## src/design/sha1h_pkg.sv

```systemverilog
// shared types and constants of the streaming sha-1 hasher
package sha1h_pkg;

    localparam int unsigned WordBits  = 32;
    localparam int unsigned BlockBits = 512;
    localparam int unsigned NumWords  = 5;

    localparam logic [6:0] LastRound = 7'd80;

    localparam logic [WordBits-1:0] Iv0 = 32'h67452301;
    localparam logic [WordBits-1:0] Iv1 = 32'hEFCDAB89;
    localparam logic [WordBits-1:0] Iv2 = 32'h98BADCFE;
    localparam logic [WordBits-1:0] Iv3 = 32'h10325476;
    localparam logic [WordBits-1:0] Iv4 = 32'hC3D2E1F0;

    localparam logic [WordBits-1:0] K0 = 32'h5A827999;
    localparam logic [WordBits-1:0] K1 = 32'h6ED9EBA1;
    localparam logic [WordBits-1:0] K2 = 32'h8F1BBCDC;
    localparam logic [WordBits-1:0] K3 = 32'hCA62C1D6;

    localparam logic [7:0] PadMark = 8'h80;

    localparam logic       ActAbsorb = 1'b0;
    localparam logic       ActFinish = 1'b1;

    typedef struct packed {
        logic       action;
        logic [7:0] data_byte;
    } t_in_item;

    typedef struct packed {
        logic [31:0] digest_word;
        logic [2:0]  word_index;
        logic        last_word;
    } t_out_item;

    typedef logic [NumWords-1:0][WordBits-1:0] t_chain;

    typedef struct packed {
        logic       shift;
        logic [7:0] shift_byte;
        logic       start;
        logic       iv_load;
    } t_core_ctl;

    typedef struct packed {
        logic busy;
        logic done;
    } t_core_sts;

endpackage

```

## src/design/sha1h_core.sv

```systemverilog
// block window, message schedule and shared round unit of the sha-1 compression
module sha1h_core (
    input  logic               i_clk,
    input  logic               i_rst_n,
    input  sha1h_pkg::t_core_ctl i_ctl,
    output sha1h_pkg::t_core_sts o_sts,
    output sha1h_pkg::t_chain    o_chain
);
    import sha1h_pkg::*;

    logic [BlockBits-1:0] r_win, n_win;
    logic [WordBits-1:0]  r_a, r_b, r_c, r_d, r_e;
    t_chain               r_h;
    logic [6:0]           r_round;
    logic                 r_busy;

    logic [WordBits-1:0] w_cur, w_mix, w_new, f, k, t;
    logic                in_round;

    always_comb begin
        w_cur = r_win[BlockBits-1 -: WordBits];
        w_mix = r_win[BlockBits-1-13*WordBits -: WordBits]
              ^ r_win[BlockBits-1-8*WordBits -: WordBits]
              ^ r_win[BlockBits-1-2*WordBits -: WordBits]
              ^ w_cur;
        w_new = {w_mix[WordBits-2:0], w_mix[WordBits-1]};
        if (r_round < 7'd20) begin
            f = (r_b & r_c) | (~r_b & r_d);
            k = K0;
        end else if (r_round < 7'd40) begin
            f = r_b ^ r_c ^ r_d;
            k = K1;
        end else if (r_round < 7'd60) begin
            f = (r_b & r_c) | (r_b & r_d) | (r_c & r_d);
            k = K2;
        end else begin
            f = r_b ^ r_c ^ r_d;
            k = K3;
        end
        t = {r_a[26:0], r_a[31:27]} + f + r_e + k + w_cur;
        in_round = r_busy && (r_round != LastRound);
        if (i_ctl.shift) begin
            n_win = {r_win[BlockBits-9:0], i_ctl.shift_byte};
        end else if (in_round) begin
            n_win = {r_win[BlockBits-WordBits-1:0], w_new};
        end else begin
            n_win = r_win;
        end
    end

    always_ff @(posedge i_clk) begin
        r_win <= n_win;
        if (i_ctl.start) begin
            r_a <= r_h[0];
            r_b <= r_h[1];
            r_c <= r_h[2];
            r_d <= r_h[3];
            r_e <= r_h[4];
        end else if (in_round) begin
            r_a <= t;
            r_b <= r_a;
            r_c <= {r_b[1:0], r_b[31:2]};
            r_d <= r_c;
            r_e <= r_d;
        end
    end

    always_ff @(posedge i_clk) begin
        if (!i_rst_n) begin
            r_h     <= {Iv4, Iv3, Iv2, Iv1, Iv0};
            r_busy  <= 1'b0;
            r_round <= '0;
        end else begin
            if (i_ctl.start) begin
                r_busy  <= 1'b1;
                r_round <= '0;
            end else if (in_round) begin
                r_round <= 7'(r_round + 7'd1);
            end else if (r_busy) begin
                r_busy <= 1'b0;
                r_h[0] <= r_h[0] + r_a;
                r_h[1] <= r_h[1] + r_b;
                r_h[2] <= r_h[2] + r_c;
                r_h[3] <= r_h[3] + r_d;
                r_h[4] <= r_h[4] + r_e;
            end
            if (i_ctl.iv_load) begin
                r_h <= {Iv4, Iv3, Iv2, Iv1, Iv0};
            end
        end
    end

    assign o_sts.busy = r_busy;
    assign o_sts.done = r_busy && (r_round == LastRound);
    assign o_chain    = r_h;

endmodule

```

## src/design/sha1_hasher_top.sv

```systemverilog
// streaming sha-1 hasher: byte intake, padding sequencer and digest output
//
//  channel  dir  handshake                  payload
//  in       in   i_in_valid / o_in_ready    t_in_item  {action, data_byte}
//  out      out  o_out_valid / i_out_ready  t_out_item {digest_word, word_index, last_word}
//
// an absorb beat shifts its byte in; the 64th byte of a block starts compression
// on the single round unit (80 rounds, chaining add) and holds off the input
// a finish beat shifts in 64 - position pad bytes (plus 64 more when fewer
// than 9 bytes are free), one per cycle, each block followed by a compression
// the five digest beats follow, one per cycle while the sink is ready
// synchronous active-low reset restores the initial vector and empty state
module sha1_hasher_top (
    input  logic                i_clk,
    input  logic                i_rst_n,
    input  logic                i_in_valid,
    output logic                o_in_ready,
    input  sha1h_pkg::t_in_item i_in,
    output logic                o_out_valid,
    input  logic                i_out_ready,
    output sha1h_pkg::t_out_item o_out
);
    import sha1h_pkg::*;

    localparam logic [2:0] S_IDLE = 3'd0;
    localparam logic [2:0] S_ABS  = 3'd1;
    localparam logic [2:0] S_PAD  = 3'd2;
    localparam logic [2:0] S_PADC = 3'd3;
    localparam logic [2:0] S_OUT  = 3'd4;

    localparam logic [2:0] LastIdx = 3'd4;

    logic [2:0]  r_state, n_state;
    logic [5:0]  r_pos, n_pos;
    logic [63:0] r_bits, n_bits;
    logic        r_first, n_first;
    logic        r_final, n_final;
    logic [2:0]  r_oidx, n_oidx;

    t_core_ctl ctl;
    t_core_sts sts;
    t_chain    chain;

    logic       in_fire;
    logic [2:0] len_sel;
    logic [7:0] len_byte, pad_byte;

    sha1h_core u_core (
        .i_clk   (i_clk),
        .i_rst_n (i_rst_n),
        .i_ctl   (ctl),
        .o_sts   (sts),
        .o_chain (chain)
    );

    assign o_in_ready  = (r_state == S_IDLE);
    assign o_out_valid = (r_state == S_OUT);
    assign in_fire     = i_in_valid && o_in_ready;

    assign len_sel  = ~r_pos[2:0];
    assign len_byte = r_bits[{len_sel, 3'b000} +: 8];

    always_comb begin
        if (r_first) begin
            pad_byte = PadMark;
        end else if (r_final && (r_pos >= 6'd56)) begin
            pad_byte = len_byte;
        end else begin
            pad_byte = 8'h00;
        end
    end

    always_comb begin
        n_state = r_state;
        n_pos   = r_pos;
        n_bits  = r_bits;
        n_first = r_first;
        n_final = r_final;
        n_oidx  = r_oidx;
        ctl     = '0;
        unique case (r_state)
            S_IDLE: begin
                if (in_fire) begin
                    if (i_in.action == ActAbsorb) begin
                        ctl.shift      = 1'b1;
                        ctl.shift_byte = i_in.data_byte;
                        n_pos          = 6'(r_pos + 6'd1);
                        n_bits         = r_bits + 64'd8;
                        if (r_pos == 6'd63) begin
                            ctl.start = 1'b1;
                            n_state   = S_ABS;
                        end
                    end else begin
                        n_first = 1'b1;
                        n_final = (r_pos < 6'd56);
                        n_state = S_PAD;
                    end
                end
            end
            S_ABS: begin
                if (sts.done) begin
                    n_state = S_IDLE;
                end
            end
            S_PAD: begin
                ctl.shift      = 1'b1;
                ctl.shift_byte = pad_byte;
                n_first        = 1'b0;
                n_pos          = 6'(r_pos + 6'd1);
                if (r_pos == 6'd63) begin
                    ctl.start = 1'b1;
                    n_state   = S_PADC;
                end
            end
            S_PADC: begin
                if (sts.done) begin
                    if (r_final) begin
                        n_oidx  = '0;
                        n_state = S_OUT;
                    end else begin
                        n_final = 1'b1;
                        n_state = S_PAD;
                    end
                end
            end
            S_OUT: begin
                if (i_out_ready) begin
                    if (r_oidx == LastIdx) begin
                        ctl.iv_load = 1'b1;
                        n_bits      = '0;
                        n_state     = S_IDLE;
                    end else begin
                        n_oidx = 3'(r_oidx + 3'd1);
                    end
                end
            end
            default: begin
                n_state = S_IDLE;
            end
        endcase
    end

    always_ff @(posedge i_clk) begin
        if (!i_rst_n) begin
            r_state <= S_IDLE;
            r_pos   <= '0;
            r_bits  <= '0;
            r_first <= 1'b0;
            r_final <= 1'b0;
            r_oidx  <= '0;
        end else begin
            r_state <= n_state;
            r_pos   <= n_pos;
            r_bits  <= n_bits;
            r_first <= n_first;
            r_final <= n_final;
            r_oidx  <= n_oidx;
        end
    end

    assign o_out.digest_word = chain[r_oidx];
    assign o_out.word_index  = r_oidx;
    assign o_out.last_word   = (r_oidx == LastIdx);

    a_start_idle: assert property (@(posedge i_clk) disable iff (!i_rst_n)
        ctl.start |-> !sts.busy)
        else $error("compression started while round unit busy");

    a_out_pos_zero: assert property (@(posedge i_clk) disable iff (!i_rst_n)
        o_out_valid |-> (r_pos == 6'd0) && !sts.busy)
        else $error("digest shown with partial block pending");

    a_last_back_ready: assert property (@(posedge i_clk) disable iff (!i_rst_n)
        (o_out_valid && i_out_ready && o_out.last_word) |=> o_in_ready && (r_bits == 64'd0))
        else $error("block not back to empty state after last digest beat");

    a_shift_no_round: assert property (@(posedge i_clk) disable iff (!i_rst_n)
        ctl.shift |-> !sts.busy)
        else $error("byte shifted into window during compression");

endmodule
```

## config.mk

```make
export PLATFORM = sky130hd
export DESIGN_NAME = sha1_hasher_top
export DESIGN_NICKNAME = d
export VERILOG_FILES = /design/src/design/sha1h_pkg.sv /design/src/design/sha1h_core.sv /design/src/design/sha1_hasher_top.sv
export SDC_FILE = /design/constraint.sdc
export NUM_CORES = 2
export LEC_CHECK = 0
export BUFFER_PORTS_ARGS = -buffer_cell sky130_fd_sc_hd__buf_2
export CAP_MARGIN = 30
export CORE_MARGIN = 1.5
export CORE_UTILIZATION = 65
export CTS_BUF_LIST = sky130_fd_sc_hd__clkbuf_16
export DETAILED_ROUTE_END_ITERATION = 12
export PLACE_DENSITY = 0.93
export SYNTH_ARGS = -nofsm -noshare
export SYNTH_HDL_FRONTEND = slang
export SYNTH_HIERARCHICAL = 1
export SYNTH_SLANG_ARGS = --single-unit
```

## constraint.sdc

```tcl
create_clock -name i_clk -period 26.6 [get_ports i_clk]
set_input_delay 0 -clock i_clk [delete_from_list [all_inputs] [get_ports i_clk]]
set_output_delay 0 -clock i_clk [all_outputs]
set_load 0.005 [all_outputs]
```

==> flow_summary.json <==
{
  "critPathKind": "reg2reg",
  "tns_ps": 0,
  "initial_utilization_pct": 65.6,
  "worst_slew_pin_slew_ps": 1070,
  "ios": 51,
  "drtAntennaViolNets": 0,
  "synth_area_per_cell_sq_um": 11.5,
  "numClockSinks": 915,
  "p_leak_nw": 20.9,
  "die_h_um": 288,
  "die_area_sq_um": 82900,
  "coreArea_sq_um": 80400,
  "maxCapViolations": 0,
  "nets": 4905,
  "cts.hold.buffers_added": 11,
  "endpoint": "u_core/r_a[31]",
  "startpoint": "u_core/r_round[4]",
  "track_usage_pct": 33.7,
  "rows": 104,
  "grt_pass1_vias": 38300,
  "synthCells": 4574,
  "htreeDepth": 3,
  "drcViolationCount": 0,
  "seq_area_sq_um": 25000,
  "final_common_cell": "edfxtp_1",
  "startpoint_type": "flop",
  "hold_violations": 0,
  "io_buffers": 50,
  "fin_crit_sh_pct": 25.0,
  "yosysWarnings": 6,
  "cts-root-buf": "clkbuf_16",
  "min_period_ps": 6650,
  "min_path_type": "in2reg",
  "setup_viol_count_final": 0,
  "r2r_start": "u_core/r_round[4]",
  "multi_input_area_sq_um": 26100,
  "grt_pass1_wl_um": 218000,
  "fill_cells": 4970,
  "die_x_um": 288,
  "p_per_area_nw_per_um2": 70.0,
  "clock_path_buffers": 3,
  "worst-path-max-fanout": 17,
  "syn_to_final_growth_pct": 8.47,
  "worst_hold_slack_ps": 61.1,
  "tritoncts": "done",
  "vias_per_cell": 6.85,
  "fmax_mhz": 150,
  "finalWirelength_um": 141000,
  "clk_pin_slew_ps": 60,
  "dp_hpwl_um": 91800,
  "slew-limit-headroom_pct": 28.4,
  "gp_congestion": 0.995,
  "rsz0062_at_grt": "false",
  "end_kind": "flop",
  "grt_max_degree": 204,
  "netlist_area_sq_um": 52800,
  "overflow": 0,
  "first_iter_violations": 5337,
  "routedWlPerCell_um": 24.7,
  "ir_drop_mv": 0.0883,
  "rrSetupSlack_ps": 19950,
  "required_ps": 26990,
  "drive_gt1_share_pct": 19.2,
  "run_status": "complete, no violations",
  "cts_made_buffers": 93,
  "r2r_end": "u_core/r_a[31]",
  "final_cell_mix": "edfxtp_1, mux2_2, nand2_1",
  "syn_nets": 4912,
  "drt_pass1_iterations": 10,
  "finClkSkew_ps": 44.7,
  "worstRegToRegCells": 24,
  "antenna_found_initial": 3,
  "vias": 39100,
  "postCtsSetupRepairBufs": 0,
  "clkLatencyLatePin_ps": 690,
  "drv_slew": 0,
  "cp.arrival_ps": 7040,
  "ctsResizeCount": 0
}
## report_power, final
| group | total, mW | internal (mW) | switching [mW] |
|---|---|---|---|
| sequential | 1.90 | 1.78 | 0.115 |
| clock | 1.34 | 0.749 | 0.590 |
| combinational | 0.772 | 0.364 | 0.408 |
## routing by layer
| layer | GRT usage, % | wire length, um | part of all wire, % | vias to the layer above |
|---|---|---|---|---|
| li1 | - | - | - | 16900 |
| met1 | 43.5 | 52200 | 37 | 18900 |
| met2 | 53.7 | 65000 | 46 | 2663 |
| met3 | 7.50 | 15300 | 11 | 630 |
| met4 | 16.8 | 8320 | 5.9 | 4 |
| met5 | 0 | 25 | 0.018 | - |
## worst min path at each step
stage | startpoint | to | slack [ps] | depth (start not counted)
final | i_in[0] | u_core/r_win[0] | 60 | 5
after global routing | i_in[0] | u_core/r_win[0] | 80 | 5
after detailed placement | i_in_valid | r_first | 320 | 3
after global placement | i_in_valid | r_first | 320 | 3
after CTS | i_in[6] | u_core/r_win[6] | 0.4 | 5
after floorplan | i_rst_n | r_first | 110 | 2
## critical path, stage by stage (launching register included)
cell       delay (ps)
dfxtp_1           430
and3_1            220
a21oi_1           230
nand2_1           130
buf_4             270
inv_1             100
nor2_2            350
buf_4             330
clkinv_1          490
nor2_1            230
nor2_1             90
fa_1              550
inv_1              50
ha_1              350
nand4_1           150
a211oi_1           60
or4_1             590
o221a_1           310
o31ai_2           340
a21oi_1           160
a22o_1            240
o2111ai_1         320
o21ai_1           140
xnor2_1           150
o21ai_1            70
## registers in the layout (all words and copies together), names as in the netlist
register / count
r_final: 1
r_first: 1
r_bits: 61
u_core/r_e: 32
u_core/r_d: 32
r_state: 3
r_oidx: 3
u_core/r_a: 32
u_core/o_chain: 160
u_core/r_b: 32
u_core/r_busy: 1
u_core/r_round: 7
u_core/r_win: 512
r_pos: 6
u_core/r_c: 32
## final cells by class
class | instances | area share [%]
diodes | 2 | 0.00875
inverters | 229 | 1.50
flip-flops and latches | 915 | 43.8
repair buffers | 105 | 1.43
clock buffers | 96 | 4.20
well taps | 1060 | 2.32
multi-input cells | 3223 | 45.5
clock inverters | 78 | 1.22
## per-stage QoR
stage          utilization (%)  setup slack (ps)  area, sq um  total power, mW  std cells
3_3_place_gp              67.0             20250        53800             2.59       5513
2_1_floorplan                -             10900        52800             2.53       4574
6_report                  71.2             19950        57200             4.01       5708
3_5_place_dp              67.1             20100        54000             2.65       5518
4_1_cts                   71.1             20080        57200             4.00       5703
5_1_grt                   71.2             19480        57200             4.14       5706
No activity file was read; power rests on OpenSTA's default activity.
